[config.mk]
export PLATFORM = sky130hd
export DESIGN_NAME = relay_power_sequencer_top
export DESIGN_NICKNAME = d
export VERILOG_FILES = /design/src/sv/rps_pkg.sv /design/src/sv/rps_in_stage.sv /design/src/sv/rps_engine.sv /design/src/sv/rps_out_stage.sv /design/src/sv/relay_power_sequencer_top.sv
export SDC_FILE = /design/constraint.sdc
export NUM_CORES = 1
export LEC_CHECK = 0
export ABC_AREA = 1
export BUFFER_PORTS_ARGS = -buffer_cell sky130_fd_sc_hd__clkbuf_2
export CAP_MARGIN = 10
export CORE_AREA = 10 10 122 124
export CTS_CLUSTER_SIZE = 16
export DETAILED_ROUTE_END_ITERATION = 8
export DIE_AREA = 0 0 132 134
export GPL_TIMING_DRIVEN = 1
export HOLD_SLACK_MARGIN = 0.08
export PLACE_DENSITY = 0.81
export SETUP_SLACK_MARGIN = 0.2
export SYNTH_ARGS = -nofsm -noshare
export SYNTH_HDL_FRONTEND = slang
export SYNTH_SLANG_ARGS = --single-unit
export TNS_END_PERCENT = 1
[constraint.sdc]
create_clock -name clk -period 3.1 [get_ports clk]
set_clock_uncertainty 0.1 [all_clocks]
set_input_delay 0.93 -clock clk [delete_from_list [all_inputs] [get_ports clk]]
set_output_delay 0.93 -clock clk [all_outputs]
set_load 0.02 [all_outputs]
[src/sv/rps_pkg.sv]
`default_nettype none
// ----------------------------------------------------------------------------
// rps_pkg
// Shared types and constants for the relay power sequencer.
// ----------------------------------------------------------------------------
package rps_pkg;

    // Item opcodes
    typedef enum logic [1:0] {
        OP_SEQ_TICK  = 2'd0,
        OP_BUTTON    = 2'd1,
        OP_LOOP_TICK = 2'd2
    } op_t;

    // Operating mode, one-hot
    typedef enum logic [3:0] {
        MODE_IDLE = 4'b0001,
        MODE_UP   = 4'b0010,
        MODE_WAIT = 4'b0100,
        MODE_DOWN = 4'b1000
    } mode_t;

    // Mode codes as seen on the result port
    localparam logic [1:0] MODE_CODE_IDLE = 2'd0;
    localparam logic [1:0] MODE_CODE_UP   = 2'd1;
    localparam logic [1:0] MODE_CODE_WAIT = 2'd2;
    localparam logic [1:0] MODE_CODE_DOWN = 2'd3;

    // Button numbers
    localparam logic [2:0] BTN_UP      = 3'd0;
    localparam logic [2:0] BTN_RELAY0  = 3'd1;
    localparam logic [2:0] BTN_RELAY1  = 3'd2;
    localparam logic [2:0] BTN_AUX     = 3'd3;
    localparam logic [2:0] BTN_PROGRAM = 3'd4;
    localparam logic [2:0] BTN_RELAY2  = 3'd5;
    localparam logic [2:0] BTN_RELAY3  = 3'd6;
    localparam logic [2:0] BTN_DOWN    = 3'd7;

    // Configuration register indexes
    localparam logic [1:0] CFG_WAIT_LIMIT   = 2'd0;
    localparam logic [1:0] CFG_PROGRAM_MAX  = 2'd1;
    localparam logic [1:0] CFG_FLASH_LENGTH = 2'd2;

    // Configuration reset values
    localparam logic [7:0] WAIT_LIMIT_RESET   = 8'd120;
    localparam logic [1:0] PROGRAM_MAX_RESET  = 2'd2;
    localparam logic [7:0] FLASH_LENGTH_RESET = 8'd10;

    // LED pattern after reset: bits 0,1,3,5,7,9,11
    localparam logic [13:0] LED_RESET = 14'd2731;

    // Relay switching orders
    localparam logic [2:0] UP_ORDER [4]   = '{3'd0, 3'd1, 3'd2, 3'd3};
    localparam logic [2:0] DOWN_ORDER [5] = '{3'd3, 3'd2, 3'd4, 3'd1, 3'd0};

    // One input item
    typedef struct packed {
        op_t        op;
        logic [2:0] button;
    } item_t;

    // One result item
    typedef struct packed {
        logic [4:0]  relay;
        logic [13:0] led;
        logic [1:0]  mode;
        logic [1:0]  prog;
        logic [7:0]  payload;
        logic        changed;
    } rslt_t;

endpackage
`default_nettype wire

[src/sv/rps_in_stage.sv]
`default_nettype none
// ----------------------------------------------------------------------------
// rps_in_stage
// Input register: captures one item per transfer and holds it until the
// engine consumes it.
// ----------------------------------------------------------------------------
module rps_in_stage (
    input  wire logic          clk,
    input  wire logic          rst_n,
    input  wire logic          in_valid,
    output logic               in_stall,
    input  wire logic [1:0]    opcode,
    input  wire logic [2:0]    button_index,
    input  wire logic          take,
    output logic               item_valid,
    output rps_pkg::item_t     item
);
    import rps_pkg::*;

    logic  in_valid_reg;
    logic  in_valid_next;
    item_t item_reg;
    logic  accept;

    // Stall while a held item is not being consumed
    assign in_stall = in_valid_reg && !take;
    assign accept   = in_valid && !in_stall;

    // Track occupancy of the input register
    always_comb
    begin
        in_valid_next = in_valid_reg;
        if (accept)
        begin
            in_valid_next = 1'b1;
        end
        else if (take)
        begin
            in_valid_next = 1'b0;
        end
    end

    always_ff @(posedge clk or negedge rst_n)
    begin
        if (!rst_n)
        begin
            in_valid_reg <= 1'b0;
        end
        else
        begin
            in_valid_reg <= in_valid_next;
        end
    end

    // Capture payload on transfer
    always_ff @(posedge clk)
    begin
        if (accept)
        begin
            item_reg.op     <= op_t'(opcode);
            item_reg.button <= button_index;
        end
    end

    assign item_valid = in_valid_reg;
    assign item       = item_reg;

endmodule
`default_nettype wire

[src/sv/rps_engine.sv]
`default_nettype none
// ----------------------------------------------------------------------------
// rps_engine
// Sequencer state, configuration registers and the combinational update
// that applies one item to the state.
// ----------------------------------------------------------------------------
module rps_engine (
    input  wire logic          clk,
    input  wire logic          rst_n,
    input  wire logic          cfg_we,
    input  wire logic [1:0]    cfg_index,
    input  wire logic [7:0]    cfg_data,
    input  wire logic          fire,
    input  wire rps_pkg::item_t item,
    output rps_pkg::rslt_t     rslt
);
    import rps_pkg::*;

    typedef struct packed {
        mode_t       mode;
        logic [7:0]  tick;
        logic        blink;
        logic [4:0]  relay;
        logic [1:0]  prog;
        logic [7:0]  flash;
        logic [13:0] led;
        logic        chg;
    } st_t;

    localparam st_t ST_RESET = '{
        mode:    MODE_IDLE,
        tick:    8'd0,
        blink:   1'b0,
        relay:   5'd0,
        prog:    2'd0,
        flash:   8'd0,
        led:     LED_RESET,
        chg:     1'b0
    };

    logic [7:0] wait_limit_reg;
    logic [1:0] program_max_reg;
    logic [7:0] flash_length_reg;
    st_t        st_reg;
    st_t        st_next;
    st_t        cur;

    function automatic logic [13:0] led_put(input logic [13:0] led, input logic [3:0] n,
                                            input logic v);
        logic [13:0] t;
        t    = led;
        t[n] = v;
        return t;
    endfunction

    function automatic st_t relay_put(input st_t s, input logic [2:0] r, input logic on);
        st_t  t;
        logic off;
        t   = s;
        off = !on;
        if (t.relay[r] != on)
        begin
            t.chg = 1'b1;
        end
        t.relay[r] = on;
        // Idle indicators follow the relay pattern
        if (t.mode == MODE_IDLE)
        begin
            t.led = led_put(t.led, 4'd0, t.relay[3:0] != 4'hF);
            t.led = led_put(t.led, 4'd13, t.relay != 5'd0);
        end
        case (r)
            3'd0:
            begin
                t.led = led_put(t.led, 4'd1, off);
                t.led = led_put(t.led, 4'd2, on);
            end
            3'd1:
            begin
                t.led = led_put(t.led, 4'd3, off);
                t.led = led_put(t.led, 4'd4, on);
            end
            3'd2:
            begin
                t.led = led_put(t.led, 4'd9, off);
                t.led = led_put(t.led, 4'd10, on);
            end
            3'd3:
            begin
                t.led = led_put(t.led, 4'd11, off);
                t.led = led_put(t.led, 4'd12, on);
            end
            default:
            begin
                t.led = led_put(t.led, 4'd5, off);
                t.led = led_put(t.led, 4'd6, on);
                t.led = led_put(t.led, 4'd7, off);
                t.led = led_put(t.led, 4'd8, on);
            end
        endcase
        return t;
    endfunction

    function automatic st_t relay_flip(input st_t s, input logic [2:0] r);
        return relay_put(s, r, !s.relay[r]);
    endfunction

    function automatic st_t enter_mode(input st_t s, input mode_t m);
        st_t t;
        t      = s;
        t.tick = 8'd0;
        t.mode = m;
        unique case (m)
            MODE_IDLE:
            begin
                t.led = led_put(t.led, 4'd0, t.relay[3:0] != 4'hF);
                t.led = led_put(t.led, 4'd13, t.relay != 5'd0);
            end
            MODE_UP:
            begin
                t.led = led_put(t.led, 4'd0, t.blink);
                t.led = led_put(t.led, 4'd13, 1'b1);
            end
            default:
            begin
                t.led = led_put(t.led, 4'd0, 1'b1);
                t.led = led_put(t.led, 4'd13, t.blink);
            end
        endcase
        return t;
    endfunction

    function automatic st_t seq_tick(input st_t s, input logic [7:0] wl);
        st_t        t;
        logic       found;
        logic [2:0] idx;
        t     = s;
        found = 1'b0;
        idx   = 3'd0;
        t.blink = !t.blink;
        t.tick  = t.tick + 8'd1;
        unique case (t.mode)
            MODE_UP:
            begin
                t.led = led_put(t.led, 4'd0, t.blink);
                if (!t.tick[0])
                begin
                    // Pick the first relay still off
                    for (int i = 0; i < 4; i++)
                    begin
                        if (!found && !t.relay[UP_ORDER[i]])
                        begin
                            found = 1'b1;
                            idx   = UP_ORDER[i];
                        end
                    end
                    if (found)
                    begin
                        t = relay_put(t, idx, 1'b1);
                    end
                    else
                    begin
                        t = enter_mode(t, MODE_IDLE);
                    end
                end
            end
            MODE_WAIT:
            begin
                t.led = led_put(t.led, 4'd13, t.blink);
                if (t.tick >= wl)
                begin
                    t = enter_mode(t, MODE_DOWN);
                end
            end
            MODE_DOWN:
            begin
                t.led = led_put(t.led, 4'd13, t.blink);
                if (!t.tick[0])
                begin
                    // Pick the first relay still on
                    for (int i = 0; i < 5; i++)
                    begin
                        if (!found && t.relay[DOWN_ORDER[i]])
                        begin
                            found = 1'b1;
                            idx   = DOWN_ORDER[i];
                        end
                    end
                    if (found)
                    begin
                        t = relay_put(t, idx, 1'b0);
                    end
                    else
                    begin
                        t = enter_mode(t, MODE_IDLE);
                    end
                end
            end
            default:
            begin
                t = t;
            end
        endcase
        return t;
    endfunction

    function automatic st_t press(input st_t s, input logic [2:0] b,
                                  input logic [1:0] pmax, input logic [7:0] flen);
        st_t        t;
        logic [2:0] p;
        t = s;
        p = 3'd0;
        unique case (b)
            BTN_UP:
            begin
                if (t.mode == MODE_IDLE && t.relay[3:0] != 4'hF)
                begin
                    t = enter_mode(t, MODE_UP);
                end
                else if (t.mode == MODE_WAIT || t.mode == MODE_DOWN)
                begin
                    t = enter_mode(t, MODE_IDLE);
                end
            end
            BTN_RELAY0:
            begin
                t = relay_flip(t, 3'd0);
            end
            BTN_RELAY1:
            begin
                t = relay_flip(t, 3'd1);
            end
            BTN_AUX:
            begin
                t.prog = 2'd0;
                t = relay_flip(t, 3'd4);
            end
            BTN_PROGRAM:
            begin
                if (!t.relay[4])
                begin
                    t.prog = 2'd0;
                    t = relay_put(t, 3'd4, 1'b1);
                end
                else
                begin
                    // Step the program and start the LED 7 flash
                    t.led = led_put(t.led, 4'd7, 1'b1);
                    p = {1'b0, t.prog} + 3'd1;
                    if (p > {1'b0, pmax})
                    begin
                        p = 3'd0;
                    end
                    t.prog  = p[1:0];
                    t.chg   = 1'b1;
                    t.flash = flen;
                end
            end
            BTN_RELAY2:
            begin
                t = relay_flip(t, 3'd2);
            end
            BTN_RELAY3:
            begin
                t = relay_flip(t, 3'd3);
            end
            BTN_DOWN:
            begin
                if (t.mode == MODE_IDLE && t.relay != 5'd0)
                begin
                    t = enter_mode(t, MODE_WAIT);
                end
                else if (t.mode == MODE_UP)
                begin
                    t = enter_mode(t, MODE_IDLE);
                end
                else if (t.mode == MODE_WAIT)
                begin
                    t = enter_mode(t, MODE_DOWN);
                end
            end
            default:
            begin
                t = t;
            end
        endcase
        return t;
    endfunction

    function automatic st_t loop_tick(input st_t s);
        st_t t;
        t = s;
        if (t.flash != 8'd0)
        begin
            if (t.flash == 8'd1)
            begin
                t.led = led_put(t.led, 4'd7, !t.relay[4]);
            end
            t.flash = t.flash - 8'd1;
        end
        return t;
    endfunction

    function automatic logic [1:0] mode_code(input mode_t m);
        logic [1:0] c;
        unique case (m)
            MODE_IDLE: c = MODE_CODE_IDLE;
            MODE_UP:   c = MODE_CODE_UP;
            MODE_WAIT: c = MODE_CODE_WAIT;
            MODE_DOWN: c = MODE_CODE_DOWN;
            default:   c = MODE_CODE_IDLE;
        endcase
        return c;
    endfunction

    // Hold configuration; unknown indexes are dropped
    always_ff @(posedge clk or negedge rst_n)
    begin
        if (!rst_n)
        begin
            wait_limit_reg   <= WAIT_LIMIT_RESET;
            program_max_reg  <= PROGRAM_MAX_RESET;
            flash_length_reg <= FLASH_LENGTH_RESET;
        end
        else if (cfg_we)
        begin
            unique case (cfg_index)
                CFG_WAIT_LIMIT:   wait_limit_reg   <= cfg_data;
                CFG_PROGRAM_MAX:  program_max_reg  <= cfg_data[1:0];
                CFG_FLASH_LENGTH: flash_length_reg <= cfg_data;
                default:          wait_limit_reg   <= wait_limit_reg;
            endcase
        end
    end

    // Apply one item to the state
    always_comb
    begin
        cur     = st_reg;
        cur.chg = 1'b0;
        unique case (item.op)
            OP_SEQ_TICK:  st_next = seq_tick(cur, wait_limit_reg);
            OP_BUTTON:    st_next = press(cur, item.button, program_max_reg,
                                          flash_length_reg);
            OP_LOOP_TICK: st_next = loop_tick(cur);
            default:      st_next = cur;
        endcase
    end

    // Advance state on each consumed item
    always_ff @(posedge clk or negedge rst_n)
    begin
        if (!rst_n)
        begin
            st_reg <= ST_RESET;
        end
        else if (fire)
        begin
            st_reg <= st_next;
        end
    end

    // Assemble the result from the updated state
    always_comb
    begin
        rslt.relay   = st_next.relay;
        rslt.led     = st_next.led;
        rslt.mode    = mode_code(st_next.mode);
        rslt.prog    = st_next.prog;
        rslt.payload = {1'b0, st_next.prog, st_next.relay};
        rslt.changed = st_next.chg;
    end

endmodule
`default_nettype wire

[src/sv/rps_out_stage.sv]
`default_nettype none
// ----------------------------------------------------------------------------
// rps_out_stage
// Result register: holds one result until the receiving side takes it.
// ----------------------------------------------------------------------------
module rps_out_stage (
    input  wire logic            clk,
    input  wire logic            rst_n,
    input  wire logic            load,
    input  wire rps_pkg::rslt_t  rslt,
    output logic                 load_ok,
    output logic                 out_valid,
    input  wire logic            out_stall,
    output rps_pkg::rslt_t       rslt_out
);
    import rps_pkg::*;

    logic  out_valid_reg;
    logic  out_valid_next;
    rslt_t rslt_reg;

    // Room for a new result when empty or draining this cycle
    assign load_ok = !out_valid_reg || !out_stall;

    always_comb
    begin
        out_valid_next = out_valid_reg;
        if (load)
        begin
            out_valid_next = 1'b1;
        end
        else if (!out_stall)
        begin
            out_valid_next = 1'b0;
        end
    end

    always_ff @(posedge clk or negedge rst_n)
    begin
        if (!rst_n)
        begin
            out_valid_reg <= 1'b0;
        end
        else
        begin
            out_valid_reg <= out_valid_next;
        end
    end

    // Capture result payload
    always_ff @(posedge clk)
    begin
        if (load)
        begin
            rslt_reg <= rslt;
        end
    end

    assign out_valid = out_valid_reg;
    assign rslt_out  = rslt_reg;

endmodule
`default_nettype wire

[src/sv/relay_power_sequencer_top.sv]
// Path: an input transfer is held in the input register, then the
//   combinational state update loads its result into the result register.
// Throughput: one item per cycle while out_stall is low.
// Reset (rst_n low, asynchronous): idle mode, relays off, LED pattern 2731,
//   configuration back to 120 / 2 / 10, both pipeline stages empty.
`default_nettype none
// ----------------------------------------------------------------------------
// relay_power_sequencer_top
// Relay power sequencer: ticks and button presses drive five relays,
// fourteen indicator LEDs and a program selector.
// ----------------------------------------------------------------------------
module relay_power_sequencer_top (
    input  wire logic        clk,
    input  wire logic        rst_n,
    input  wire logic        in_valid,
    output logic             in_stall,
    input  wire logic [1:0]  opcode,
    input  wire logic [2:0]  button_index,
    output logic             out_valid,
    input  wire logic        out_stall,
    output logic [4:0]       relay_bits,
    output logic [13:0]      led_bits,
    output logic [1:0]       current_mode,
    output logic [1:0]       program_step,
    output logic [7:0]       payload_byte,
    output logic             payload_changed,
    input  wire logic        cfg_valid,
    output logic             cfg_ready,
    input  wire logic [1:0]  cfg_index,
    input  wire logic [7:0]  cfg_data
);
    import rps_pkg::*;

    logic  item_valid;
    item_t item;
    logic  load_ok;
    logic  fire;
    rslt_t rslt;
    rslt_t rslt_out;

    // Configuration writes are always taken
    assign cfg_ready = 1'b1;

    // Consume the held item when the result register has room
    assign fire = item_valid && load_ok;

    rps_in_stage u_in_stage (
        .clk          (clk),
        .rst_n        (rst_n),
        .in_valid     (in_valid),
        .in_stall     (in_stall),
        .opcode       (opcode),
        .button_index (button_index),
        .take         (fire),
        .item_valid   (item_valid),
        .item         (item)
    );

    rps_engine u_engine (
        .clk       (clk),
        .rst_n     (rst_n),
        .cfg_we    (cfg_valid),
        .cfg_index (cfg_index),
        .cfg_data  (cfg_data),
        .fire      (fire),
        .item      (item),
        .rslt      (rslt)
    );

    rps_out_stage u_out_stage (
        .clk       (clk),
        .rst_n     (rst_n),
        .load      (fire),
        .rslt      (rslt),
        .load_ok   (load_ok),
        .out_valid (out_valid),
        .out_stall (out_stall),
        .rslt_out  (rslt_out)
    );

    // Drive result fields
    assign relay_bits      = rslt_out.relay;
    assign led_bits        = rslt_out.led;
    assign current_mode    = rslt_out.mode;
    assign program_step    = rslt_out.prog;
    assign payload_byte    = rslt_out.payload;
    assign payload_changed = rslt_out.changed;

endmodule
`default_nettype wire
; ---- After elaboration in Yosys (flattened, before gate mapping)
; Index checks and enable logic that the tools add are counted.
[totals]
register_bits = 98
latch_bits = 0
ramBits = 0
mem_bits_ro = 0
input_bits = 20
word_cells = 237
mem_count = 0
[classes]
addsub = 3
mul = 0
n_div = 0
magnitude_cmp = 6
eq_ne = 50
n_shift = 0
muxes = 97
bitwise = 5
n_reduce_logical = 56
[ops]
columns = cell, n
row1 = 43-bit two-way mux, 10
row2 = 43-bit one-hot mux with 8 select lines, 1
row3 = 43-bit one-hot mux with 3 select lines, 2
row4 = 14-bit two-way mux, 8
row5 = 13-bit one-hot mux with 4 select lines, 2
row6 = 1-bit two-way mux, 52
row7 = 5-bit nonzero test, 8
row8 = 4-bit != test (second input constant), 7
row9 = 3-bit two-way mux, 9
row10 = 25-bit two-way mux, 1
row11 = 22-bit two-way mux, 1
row12 = 11-bit AND reduction, 2
row13 = 3-bit by 2-bit == test with 1-bit output (second input constant), 6
row14 = 1-bit zero test, 17
row15 = 2-bit != test (second input constant), 8
row16 = 1-bit logical AND, 14
row17 = 3-bit == test (second input constant), 4
row18 = 12-bit AND reduction, 1
row19 = 2-bit two-way mux, 5
row20 = 3-bit by 1-bit == test with 1-bit output (second input constant), 3
row21 = 3-bit zero test, 3
row22 = 8-bit by 1-bit adder with 8-bit output (second input constant), 1
row23 = 4-bit by 2-bit == test with 1-bit output (second input constant), 2
row24 = 4-bit by 3-bit == test with 1-bit output (second input constant), 2
row25 = 29 further kinds, 48

; ---- Longest topological paths before layout
; Gate-level depths: netlist of run 1.
[depth]
word_depth = 43
mapped_depth = 22

; ---- Hierarchy
; From an unflattened synthesis of run 1, not the netlist that was laid out.
[unflattened]
hier_cells = 823
hier_area_um2 = 6392.4
[modules_own_cells]
columns = module, instances, cells_each, area_each_um2, seq_area_each_um2
row1 = rps_engine, 1, 771, 5163.7, 1520.2
row2 = rps_out_stage, 1, 36, 1002.2, 985.9
row3 = rps_in_stage, 1, 12, 207.7, 175.2
row4 = relay_power_sequencer_top, 1, 4, 18.8, 0.0

; ---- Worst setup path after synthesis of run 1
; Ideal clock, no wire load.
[synth_timing]
path_kind = register to register
from = register u_engine.st_reg, in the netlist u_engine.cur[31]
to = register u_out_stage.rslt_reg, in the netlist u_out_stage.rslt_out[12], data pin
arrival_time_ns = 2.511
required_ns = 2.747
setup_slack_ns = 0.236
path_stages_with_launch = 22
n_path_buf = 2
period_less_slack_ns = 2.864
cell_sequence = dfrtp_1 buf_4 inv_2 buf_2 nor3_2 nand3_1 nor2_1 nand2_1 xor2_1 inv_1 ha_1 nand2_1 nor2_1 nand4_1 nand3_1 nand2_1 nand2_1 nand3_1 nor2_1 nor2_1 nand2_1 nand2_1
[synth_rtl]
columns = element, line_no
row1 = "start, declared", rps_engine.sv:44  ; st_t st_reg;
row2 = "start signal, assigned", rps_engine.sv:359  ; st_reg <= st_next;
row3 = "end signal, assigned", rps_out_stage.sv:55  ; rslt_reg <= rslt;
row4 = "end, declared", rps_out_stage.sv:20  ; rslt_t rslt_reg;

==> impl_metrics.ini, run 1 <==
[floorplan]
io_pins = 55
die_width_um = 132
die-height_um = 134
core-area_mm2 = 0.0125
initial_core_util_pct = 49.1
cell_rows = 41
die_area_mm2 = 0.0177

[grt]
grtUsageMet2_pct = 28.6
grt.met1_usage_pct = 23.4
initial_antenna_violation_count = 0
grt_max_degree = 70
grt_pass1_wl_mm = 26.5
globalRouteTotalUtil_pct = 18.1
grt_most_used_layer = met2
global_route.overflow_total = 0
grt_pass1_vias = 5228
grt.met3_usage_pct = 4.71

[power]
worst_ir_drop_vdd_uv = 406
post-layout-total-power_uw = 6170
leakagePower_uw = 0.00334
powerDensity_mw_per_mm2 = 896

[logic_synthesis]
synth_top_cell_by_area = sky130_fd_sc_hd__dfrtp_1
synth-warning-count = 0
net_count_after_synthesis = 868
syn_avg_cell_area_um2 = 7.34
synth-async-reset-ratio_pct = 68.1
synth.distinct_cells = 53
syn_area_mm2 = 0.00612
synth-main-ff-cell = sky130_fd_sc_hd__dfrtp_1
ys_top_cells_by_count = 252 x sky130_fd_sc_hd__nand2_1, 102 x sky130_fd_sc_hd__inv_1, 79 x sky130_fd_sc_hd__o21ai_0
synth-seq-area-share_pct = 39.9
postSynthRegisterBits = 91
synth_top_area_share_pct = 19.2
synthTopCellsByArea = sky130_fd_sc_hd__dfrtp_1 19%, sky130_fd_sc_hd__nand2_1 15%, sky130_fd_sc_hd__edfxtp_1 14%
synth-edff-count = 29
netlist_instances = 834
yosysMostFrequentCell = sky130_fd_sc_hd__nand2_1

[route]
route.final.wire_length_mm = 16.5
post-route-drc-count = 0
detailed_route_via_count = 5712
wl_per_cell_um = 15.6
drt-pass1-iter-count = 6
first_iter_violations = 550
detail_route.vias_per_cell = 5.40
antenna_violating_nets_remaining = 0

[sta]
slew_headroom_pct = 54.8
fin_crit_sh_pct = 90.8
clock.fmax_mhz = 355
worst_slew_pin_slew_ns = 0.678
fin_tns_setup_ns = 0
setup_viol_count_final = 0
report.final.hold_viol_count = 0
drv_slew = 0
rsz_0062_raised_after_global_routing = true
period_minus_slack_ns = 2.81

[critical_path]
timing.critical_path.slowest_cell_delay_ns = 0.40
cp-end-kind = flip-flop
timing.critical_path.from_type = flip-flop
critical_path.slowest_cell = sky130_fd_sc_hd__dfrtp_1
timing_worst_setup_path_type = reg2reg
worst-endpoint-arrival_ns = 2.80
timing.reg2reg.setup_slack_ns = 0.29
worstReg2RegStart = u_engine.cur[31]$_DFFE_PN0P_
timing.critical_path.required_ns = 3.09
timing.critical_path.cells = ha_1, nand3_1, nor2_1, nand2_1, xor2_1, inv_1, ha_1, nand2_4, a21oi_1, nor2_2, nand3_2, nand2_4, buf_4, nand3_1, nand2_1, o2111ai_1
critical_path_peak_fanout = 3
timing.critical_path.from = u_engine.cur[31]$_DFFE_PN0P_

[finish]
post_route_cells_drive_above_1_share_pct = 19.4
antennaDiodeCount = 0
area.sequential_mm2 = 0.00244
finish.net_count = 915
number_of_flip_flops_in_the_largest_register = 42
nFillCells = 1156
post-route-cell-area_mm2 = 0.00688
multi_input_comb_area_mm2 = 0.00307
area.growth.synth_to_final_pct = 12.5

[cts]
tritoncts = done
worst_skew_pair.late_latency_ns = 0.36
cts_buffer_depth = 2
cts.hold.buffers_added = 0
h-tree-depth = 3
post_cts_clock_slew_at_the_launch_and_capture_registers_of_the_worst_setup_and_hold_paths_ns = 0.07
clock_sinks = 91
root_buffer = sky130_fd_sc_hd__clkbuf_16
numCtsBuffers = 9

[outcome]
status = complete, no violations

[min_path]
worstHoldPathType = reg2reg
timing.hold.worst.start = u_engine.cur[4]$_DFFE_PN1P_

[placement]
place_congestion = 1.01
io_buffers = 52
detailed_place.area_mm2 = 0.00650
hpwlAfterDp_mm = 12.2

[flow_run]
timing.max_cap.violations = 0
## cell families after synthesis
family / count (synthesis) / synth area share, %
other: 2 / 0.123
AOI/OAI and AO/OA: 160 / 14.8
buffers and inverters: 151 / 11.0
and+or+nand+nor: 407 / 29.9
adders and majority gates: 14 / 2.99
xor gates and xnor gates: 9 / 1.29
DFF: 91 / 39.9
## worst max-delay path, delay by kind of cell (launching register included)
kind / cells / cell delay [ns]
AOI/OAI and AO/OA: 2 / 0.20
xor gates and xnor gates: 1 / 0.19
adders and majority gates: 2 / 0.55
buffers and inverters: 2 / 0.19
DFF: 1 / 0.40
and+or+nand+nor: 9 / 0.91
## metal layers
metal	part of all wire (%)	routed length, um	vias to the layer above
li1	-	-	2803
met1	43	7060	2607
met2	46	7660	270
met3	8.7	1430	32
met4	2.1	338	0
met5	0	0	-
## area by class of cell
| cell class | count | area share, % |
|---|---|---|
| Clock inverter | 7 | 0.927 |
| Inverter | 121 | 6.69 |
| Timing Repair Buffer | 66 | 5.85 |
| Multi-Input combinational cell | 592 | 44.7 |
| Sequential cell | 91 | 35.5 |
| Clock buffer | 9 | 3.27 |
| Tap cell | 172 | 3.13 |
## path summary, 6_finish.rpt
check,endpoint,depth (start not counted)
setup / recovery,u_out_stage.rslt_out[13]$_DFFE_PP_,16
hold / removal,u_engine.cur[4]$_DFFE_PN1P_,2
setup reg to reg,u_out_stage.rslt_out[13]$_DFFE_PP_,16
hold reg to reg,u_engine.cur[4]$_DFFE_PN1P_,2
max in group asynchronous,u_engine.cur[2]$_DFFE_PN1P_,2
min in group asynchronous,u_engine.wait_limit_reg[2]$_DFFE_PN0P_,2
## layout by cell type (no fill, tap or decap), types with 3 or more instances in the layout
cell type / n
sky130_fd_sc_hd__clkbuf_2: 52
sky130_fd_sc_hd__xor2_1: 8
sky130_fd_sc_hd__nor2_4: 7
sky130_fd_sc_hd__ha_1: 12
sky130_fd_sc_hd__o211ai_1: 5
sky130_fd_sc_hd__inv_1: 101
sky130_fd_sc_hd__nand3b_1: 3
sky130_fd_sc_hd__nand2_4: 4
sky130_fd_sc_hd__o21ai_0: 79
sky130_fd_sc_hd__dfstp_2: 15
sky130_fd_sc_hd__nor3_1: 7
sky130_fd_sc_hd__buf_4: 11
sky130_fd_sc_hd__nor2_2: 11
sky130_fd_sc_hd__nand2_2: 11
sky130_fd_sc_hd__o22ai_1: 10
sky130_fd_sc_hd__a21oi_1: 26
sky130_fd_sc_hd__o21ai_2: 3
sky130_fd_sc_hd__inv_6: 4
sky130_fd_sc_hd__edfxtp_1: 29
sky130_fd_sc_hd__clkbuf_16: 9
sky130_fd_sc_hd__inv_4: 3
sky130_fd_sc_hd__inv_2: 17
sky130_fd_sc_hd__nor2_1: 54
sky130_fd_sc_hd__nand2_1: 247
sky130_fd_sc_hd__nand3_4: 4
sky130_fd_sc_hd__nand4_1: 5
sky130_fd_sc_hd__nand3_2: 7
sky130_fd_sc_hd__nand3_1: 41
sky130_fd_sc_hd__buf_12: 3
sky130_fd_sc_hd__dfrtp_1: 47
sky130_fd_sc_hd__o21ai_1: 15
sky130_fd_sc_hd__a31oi_1: 6
## where the power goes
group          internal (uW)  switching (uW)  leakage (uW)  total [uW]
clock network            567             512      0.000146        1080
logic                    997            2070       0.00215        3070
registers               1680             343       0.00105        2020
total                   3240            2930       0.00334        6170
## timing repair
item                       in CTS  in global routing
gates resized for setup         0                 16
setup buffers                   0                  3
setup endpoints to repair       0                 13
hold endpoints to repair        0                  0
## metrics by stage
stage / hold WS, ns / utilization (%) / setup slack (ns) / cells
after floorplan: 0.348 / - / 0.236 / 834
after global placement: 0.355 / 52.2 / 0.352 / 1039
after detailed placement: 0.363 / 52.2 / 0.252 / 1039
after CTS: 0.373 / 54.5 / 0.214 / 1055
after global routing: 0.391 / 55.2 / 0.0544 / 1058
final: 0.376 / 55.2 / 0.286 / 1058
Power figures use the tool's default switching activity.
==> run 2, diff against run 1 <==
--- a/config.mk
+++ b/config.mk
@@ -14,7 +14,7 @@
 export DIE_AREA = 0 0 132 134
 export GPL_TIMING_DRIVEN = 1
 export HOLD_SLACK_MARGIN = 0.08
-export PLACE_DENSITY = 0.81
+export PLACE_DENSITY = 0.77
 export SETUP_SLACK_MARGIN = 0.2
 export SYNTH_ARGS = -nofsm -noshare
 export SYNTH_HDL_FRONTEND = slang
==> run 2 against run 1 <==
Setup slack worse by 0.021 ns; critical path type unchanged; wire length down 0.26%; core utilization up 0.21 points; cell area is 0.38% higher; register-to-register slack got worse by 0.02 ns; combinational power fell by 2%; highest routed layer unchanged; first-iteration DRC count rose by 15%; global-route usage is 0.27 points higher; flip-flop and latch count unchanged; largest cell class unchanged; power is 1.1% higher; sequential share of layout area decreased by 0.13 points.
==> impl_metrics.ini, run 2 (synthesized netlist as in run 1, its figures left out) <==
[route]
wl_per_cell_um = 15.5
first_iter_violations = 632
detail_route.vias_per_cell = 5.40
route.final.wire_length_mm = 16.4
detailed_route_via_count = 5716
antenna_violating_nets_remaining = 0
drt-pass1-iter-count = 5
post-route-drc-count = 0

[critical_path]
timing.reg2reg.setup_slack_ns = 0.26
worstReg2RegStart = u_engine.cur[33]$_DFFE_PN0P_
critical_path_peak_fanout = 3
timing.critical_path.from = u_engine.cur[33]$_DFFE_PN0P_
cp-end-kind = flip-flop
timing.critical_path.required_ns = 3.11
worst-endpoint-arrival_ns = 2.85
worst_r2r_endpoint = u_out_stage.rslt_out[12]$_DFFE_PP_
timing.critical_path.from_type = flip-flop
timing_worst_setup_path_type = reg2reg
worst_r2r_path_depth = 19

[cts]
worst_skew_pair.late_latency_ns = 0.36
post_cts_clock_slew_at_the_launch_and_capture_registers_of_the_worst_setup_and_hold_paths_ns = 0.07
numCtsBuffers = 9
cts.hold.buffers_added = 0
h-tree-depth = 3
root_buffer = sky130_fd_sc_hd__clkbuf_16
clock_sinks = 91
tritoncts = done
cts_buffer_depth = 2

[min_path]
timing.hold.worst.start = u_engine.cur[4]$_DFFE_PN1P_
holdPathStages = 2
worst_hold_path.endpoint = u_engine.cur[4]$_DFFE_PN1P_
worstHoldPathType = reg2reg

[floorplan]
initial_core_util_pct = 49.1
io_pins = 55
cell_rows = 41
die_area_mm2 = 0.0177
core-area_mm2 = 0.0125
die-height_um = 134
die_width_um = 132

[finish]
finish.utilization_pct = 55.4
nFillCells = 1182
antennaDiodeCount = 0
finish.net_count = 916
area.growth.synth_to_final_pct = 12.9
layout.cells.most_common_list = 249 x sky130_fd_sc_hd__nand2_1, 100 x sky130_fd_sc_hd__inv_1, 79 x sky130_fd_sc_hd__o21ai_0
number_of_flip_flops_in_the_largest_register = 42
post-route-cell-area_mm2 = 0.00691
post_route_cells_drive_above_1_share_pct = 19.8
layout.cells.most_common = sky130_fd_sc_hd__nand2_1

[power]
worst_ir_drop_vdd_uv = 456
powerDensity_mw_per_mm2 = 902
post-layout-total-power_uw = 6230
leakagePower_uw = 0.00335

[sta]
slew_headroom_pct = 57.4
rsz_0062_raised_after_global_routing = true
worst_slew_pin_slew_ns = 0.638
period_minus_slack_ns = 2.84
drv_slew = 0
final.hold.worst_slack_ns = 0.371
clock.fmax_mhz = 353
setup_viol_count_final = 0
fin_tns_setup_ns = 0
report.final.hold_viol_count = 0
fin_crit_sh_pct = 91.5

[placement]
io_buffers = 52
detailed_place.area_mm2 = 0.00648
place_congestion = 0.997
hpwlAfterDp_mm = 12.1

[grt]
grt_pass1_vias = 5311
initial_antenna_violation_count = 0
global_route.overflow_total = 0
grt_max_degree = 63
globalRouteTotalUtil_pct = 18.4
grt_pass1_wl_mm = 26.8

[outcome]
status = complete, no violations

[flow_run]
timing.max_cap.violations = 0
## run 2: changes by cell type in the layout (fill, tap and decap cells not counted), sizes merged
| cell | delta |
|---|---|
| buf | +1 |
| inv | -5 |
| clkbuf | +4 |
| clkinv | +1 |
## run 2: layer usage
metal	part of all wire (%)	vias to the layer above	global-route usage, %
met2	46	242	29.2
met1	43	2634	23.6
met4	2.7	0	6.92
li1	-	2795	-
met3	8.5	45	4.59
met5	0	-	0
## run 2: critical path: stages (launching register included)
cell and delay, ns:
sky130_fd_sc_hd__dfrtp_1 0.40, sky130_fd_sc_hd__inv_2 0.07, sky130_fd_sc_hd__nor3_4 0.21, sky130_fd_sc_hd__nand3_2 0.13, sky130_fd_sc_hd__nor2_2 0.10, sky130_fd_sc_hd__nand2_1 0.06
sky130_fd_sc_hd__xor2_1 0.22, sky130_fd_sc_hd__inv_1 0.11, sky130_fd_sc_hd__ha_4 0.29, sky130_fd_sc_hd__nand2_2 0.07, sky130_fd_sc_hd__nor2_2 0.12, sky130_fd_sc_hd__nand4_1 0.11
sky130_fd_sc_hd__nand3_2 0.12, sky130_fd_sc_hd__nand2_2 0.08, sky130_fd_sc_hd__nand2_1 0.10, sky130_fd_sc_hd__nand3_1 0.07, sky130_fd_sc_hd__nor2_1 0.09, sky130_fd_sc_hd__nor2_1 0.05
sky130_fd_sc_hd__nand2_1 0.05, sky130_fd_sc_hd__nand2_1 0.05
## run 2: timing repair
action	4_1_cts	5_1_grt
resized for setup	1	15
pin swaps	0	7
setup endpoints to repair	2	12
hold endpoints to repair	0	0
buffers inserted	0	4
## run 2: worst max path at each step
stage | slack, ns | endpoint | depth (start not counted)
global route | 0.05 | u_out_stage.rslt_out[11]$_DFFE_PP_ | 19
CTS | 0.23 | u_out_stage.rslt_out[12]$_DFFE_PP_ | 19
global placement | 0.35 | u_out_stage.rslt_out[12]$_DFFE_PP_ | 19
finish | 0.26 | u_out_stage.rslt_out[12]$_DFFE_PP_ | 19
detailed placement | 0.23 | u_out_stage.rslt_out[12]$_DFFE_PP_ | 19
floorplan | 0.24 | u_out_stage.rslt_out[12]$_DFFE_PP_ | 21
## run 2: final cells by class
type                    count  area, um^2  area share (%)
well taps                 172         215            3.12
clock buffers              13         314            4.55
clock inverters             3        20.0           0.290
flip-flops and latches     91        2440            35.3
inverters                 121         460            6.67
multi-input cells         592        3070            44.5
repair buffers             67         385            5.58
## run 2: power by group
group          switching [uW]  total (uW)  internal [uW]
logic                    2030        3020            991
registers                 350        2030           1680
clock network             474        1190            714
total                    2850        6230           3380
## run 2: metrics by stage
| step | std cells | worst slack [ns] |
|---|---|---|
| after floorplan | 834 | 0.236 |
| after global placement | 1039 | 0.348 |
| after detailed placement | 1039 | 0.232 |
| after CTS | 1055 | 0.227 |
| after global routing | 1059 | 0.0511 |
| final | 1059 | 0.265 |
==> run 3, diff against run 2 <==
--- a/config.mk
+++ b/config.mk
@@ -6,15 +6,15 @@
 export NUM_CORES = 1
 export LEC_CHECK = 0
 export ABC_AREA = 1
-export BUFFER_PORTS_ARGS = -buffer_cell sky130_fd_sc_hd__clkbuf_2
+export BUFFER_PORTS_ARGS = -buffer_cell sky130_fd_sc_hd__buf_2
 export CAP_MARGIN = 10
-export CORE_AREA = 10 10 122 124
+export CORE_AREA = 10 10 138 140
 export CTS_CLUSTER_SIZE = 16
 export DETAILED_ROUTE_END_ITERATION = 8
-export DIE_AREA = 0 0 132 134
+export DIE_AREA = 0 0 148 150
 export GPL_TIMING_DRIVEN = 1
 export HOLD_SLACK_MARGIN = 0.08
-export PLACE_DENSITY = 0.77
+export PLACE_DENSITY = 0.63
 export SETUP_SLACK_MARGIN = 0.2
 export SYNTH_ARGS = -nofsm -noshare
 export SYNTH_HDL_FRONTEND = slang
==> run 3 against run 2 <==
Global-route usage fell by 2.8 points; worst hold slack better by 0.0027 ns; sequential power is essentially flat; maximum frequency increased by 3.5%; wire length is 3.1% higher; largest power group unchanged; highest routed layer unchanged.
==> impl_metrics.ini, run 3 (synthesized netlist as in run 1, its figures left out) <==
[outcome]
status = complete, no violations

[power]
leakagePower_uw = 0.00334
power.share.clock_pct = 17.9
sw_frac_of_total_pct = 46.8
seq_power_share_pct = 33.0
powerDensity_mw_per_mm2 = 882
worst_ir_drop_vdd_uv = 554
internal_power_uw = 3240
netSwitchingPower_uw = 2860
share_comb_of_total_power_pct = 49.2

[route]
post-route-drc-count = 0
route.met3.wl_mm = 1.08
route.layer.met1.wl_mm = 7.56
route.final.wire_length_mm = 17.0
drt-pass1-iter-count = 5
detailroute.wirelength.met2_mm = 7.78
first_iter_violations = 438
detail_route.vias_per_cell = 5.05
antenna_violating_nets_remaining = 0
wl_per_cell_um = 15.3
detailed_route_via_count = 5599
topRoutingLayerUsed = met4

[sta]
fin_tns_setup_ns = 0
rsz_0062_raised_after_global_routing = false
fin_crit_sh_pct = 88.3
clock.fmax_mhz = 365
drv_slew = 0
worst_slew_pin_slew_ns = 0.631
final.hold.worst_slack_ns = 0.373
slew_headroom_pct = 57.5
report.final.hold_viol_count = 0
period_minus_slack_ns = 2.74
setup_viol_count_final = 0

[min_path]
worst_hold_path.endpoint = u_out_stage.out_valid$_DFFE_PN0P_
holdPathStages = 2
worstHoldPathType = reg2reg
timing.hold.worst.start = u_in_stage.item_valid$_DFFE_PN0P_

[finish]
antennaDiodeCount = 0
final_cell_count_no_fill = 1108
finish.utilization_pct = 42.3
layout.cells.most_common = sky130_fd_sc_hd__nand2_1
post_route_cells_drive_above_1_share_pct = 19.6
finish.net_count = 917
post-route-cell-area_mm2 = 0.00692
nFillCells = 1723
number_of_flip_flops_in_the_largest_register = 42
area.growth.synth_to_final_pct = 13.0
layout.cells.most_common_list = 250 x sky130_fd_sc_hd__nand2_1, 100 x sky130_fd_sc_hd__inv_1, 79 x sky130_fd_sc_hd__o21ai_0

[cts]
root_buffer = sky130_fd_sc_hd__clkbuf_16
post_cts_clock_slew_at_the_launch_and_capture_registers_of_the_worst_setup_and_hold_paths_ns = 0.07
worst_skew_pair.late_latency_ns = 0.36
cts_buffer_depth = 2
tritoncts = done
h-tree-depth = 3
clock_sinks = 91
numCtsBuffers = 9

[floorplan]
cell_rows = 47
initial_core_util_pct = 37.4
core-area_mm2 = 0.0163
io_pins = 55
die-height_um = 150
die_width_um = 148
die_area_mm2 = 0.0222

[placement]
hpwlAfterDp_mm = 12.8
place_congestion = 1.01
dpl.cell_count = 1088
io_buffers = 52
detailed_place.area_mm2 = 0.00655

[grt]
grt_max_degree = 63
globalRouteTotalUtil_pct = 15.6
grt_pass1_vias = 5413
global_route.overflow_total = 0
grt_pass1_wl_mm = 27.7
initial_antenna_violation_count = 0

[critical_path]
timing_worst_setup_path_type = reg2reg
worst_r2r_path_depth = 19
cp-end-kind = flip-flop
critical_path_peak_fanout = 4
timing.reg2reg.setup_slack_ns = 0.36
timing.critical_path.required_ns = 3.12
worst-endpoint-arrival_ns = 2.76
worst_r2r_endpoint = u_out_stage.rslt_out[12]$_DFFE_PP_
worstReg2RegStart = u_engine.cur[33]$_DFFE_PN0P_
timing.critical_path.from_type = flip-flop

[flow_run]
timing.max_cap.violations = 0
-- run 3: cell types whose count changed in the layout (fill, tap and decap cells not counted), sizes merged --
cell    change
clkbuf     -56
buf        +53
inv         +3
clkinv      +1
-- run 3: per-layer routing --
metal  global-route usage [%]  vias to the layer above
li1                         -                     2792
met5                        0                        -
met2                     24.8                      176
met4                     6.74                        0
met3                     4.44                       40
met1                     19.3                     2591
-- run 3: repair_timing --
action	in CTS	in global routing
setup buffers	0	4
pin swaps	0	6
endpoints found under the setup margin	2	12
resized for setup	1	13
hold buffers	0	0
-- run 3: area by class of cell --
type | instances | area (um^2) | share of cell area [%]
well taps | 220 | 275 | 3.98
multi-input cells | 592 | 3060 | 44.2
flip-flops and latches | 91 | 2440 | 35.3
inverters | 121 | 460 | 6.66
repair buffers | 68 | 393 | 5.68
clock buffers | 9 | 225 | 3.26
clock inverters | 7 | 66.3 | 0.959
-- run 3: worst max path at each step --
stage / start / end / slack, ns / depth (start not counted)
2_1_floorplan: u_engine.cur[31]$_DFFE_PN0P_ / u_out_stage.rslt_out[12]$_DFFE_PP_ / 0.24 / 21
3_3_place_gp: u_engine.cur[31]$_DFFE_PN0P_ / u_out_stage.rslt_out[12]$_DFFE_PP_ / 0.24 / 19
3_5_place_dp: u_engine.cur[31]$_DFFE_PN0P_ / u_out_stage.rslt_out[12]$_DFFE_PP_ / 0.17 / 19
4_1_cts: u_engine.cur[31]$_DFFE_PN0P_ / u_out_stage.rslt_out[12]$_DFFE_PP_ / 0.20 / 19
5_1_grt: u_engine.cur[33]$_DFFE_PN0P_ / u_out_stage.rslt_out[12]$_DFFE_PP_ / 0.20 / 19
6_report: u_engine.cur[33]$_DFFE_PN0P_ / u_out_stage.rslt_out[12]$_DFFE_PP_ / 0.36 / 19
-- run 3: stage by stage --
| stage | power (uW) | setup slack [ns] |
|---|---|---|
| 6_report | 6100 | 0.361 |
| 5_1_grt | 6630 | 0.201 |
| 4_1_cts | 6030 | 0.202 |
| 3_5_place_dp | 4910 | 0.170 |
| 3_3_place_gp | 4870 | 0.240 |
| 2_1_floorplan | 4220 | 0.236 |
-- run 3: critical path: stages, from the launching register on --
cell,delay (ns)
sky130_fd_sc_hd__dfrtp_1,0.38
sky130_fd_sc_hd__inv_2,0.07
sky130_fd_sc_hd__nor3_4,0.19
sky130_fd_sc_hd__nand3_2,0.11
sky130_fd_sc_hd__nor2_2,0.10
sky130_fd_sc_hd__nand2_2,0.07
sky130_fd_sc_hd__xor2_2,0.17
sky130_fd_sc_hd__inv_1,0.06
sky130_fd_sc_hd__ha_1,0.29
sky130_fd_sc_hd__a21o_1,0.17
sky130_fd_sc_hd__nor2_2,0.11
sky130_fd_sc_hd__nand3_2,0.12
sky130_fd_sc_hd__nand2_4,0.11
sky130_fd_sc_hd__nand2_1,0.05
sky130_fd_sc_hd__nand2_1,0.09
sky130_fd_sc_hd__nand2_1,0.07
sky130_fd_sc_hd__nand2_1,0.08
sky130_fd_sc_hd__nor2_2,0.04
sky130_fd_sc_hd__nand2_1,0.07
sky130_fd_sc_hd__nand2_1,0.05
-- run 3: power by group through the flow --
stage	registers [uW]	logic (uW)	clock network, uW
after floorplan	1970	2250	0
after global placement	2020	2850	0
after detailed placement	2030	2890	0
after CTS	2010	2900	1120
after global routing	2060	3390	1180
final	2010	3000	1090
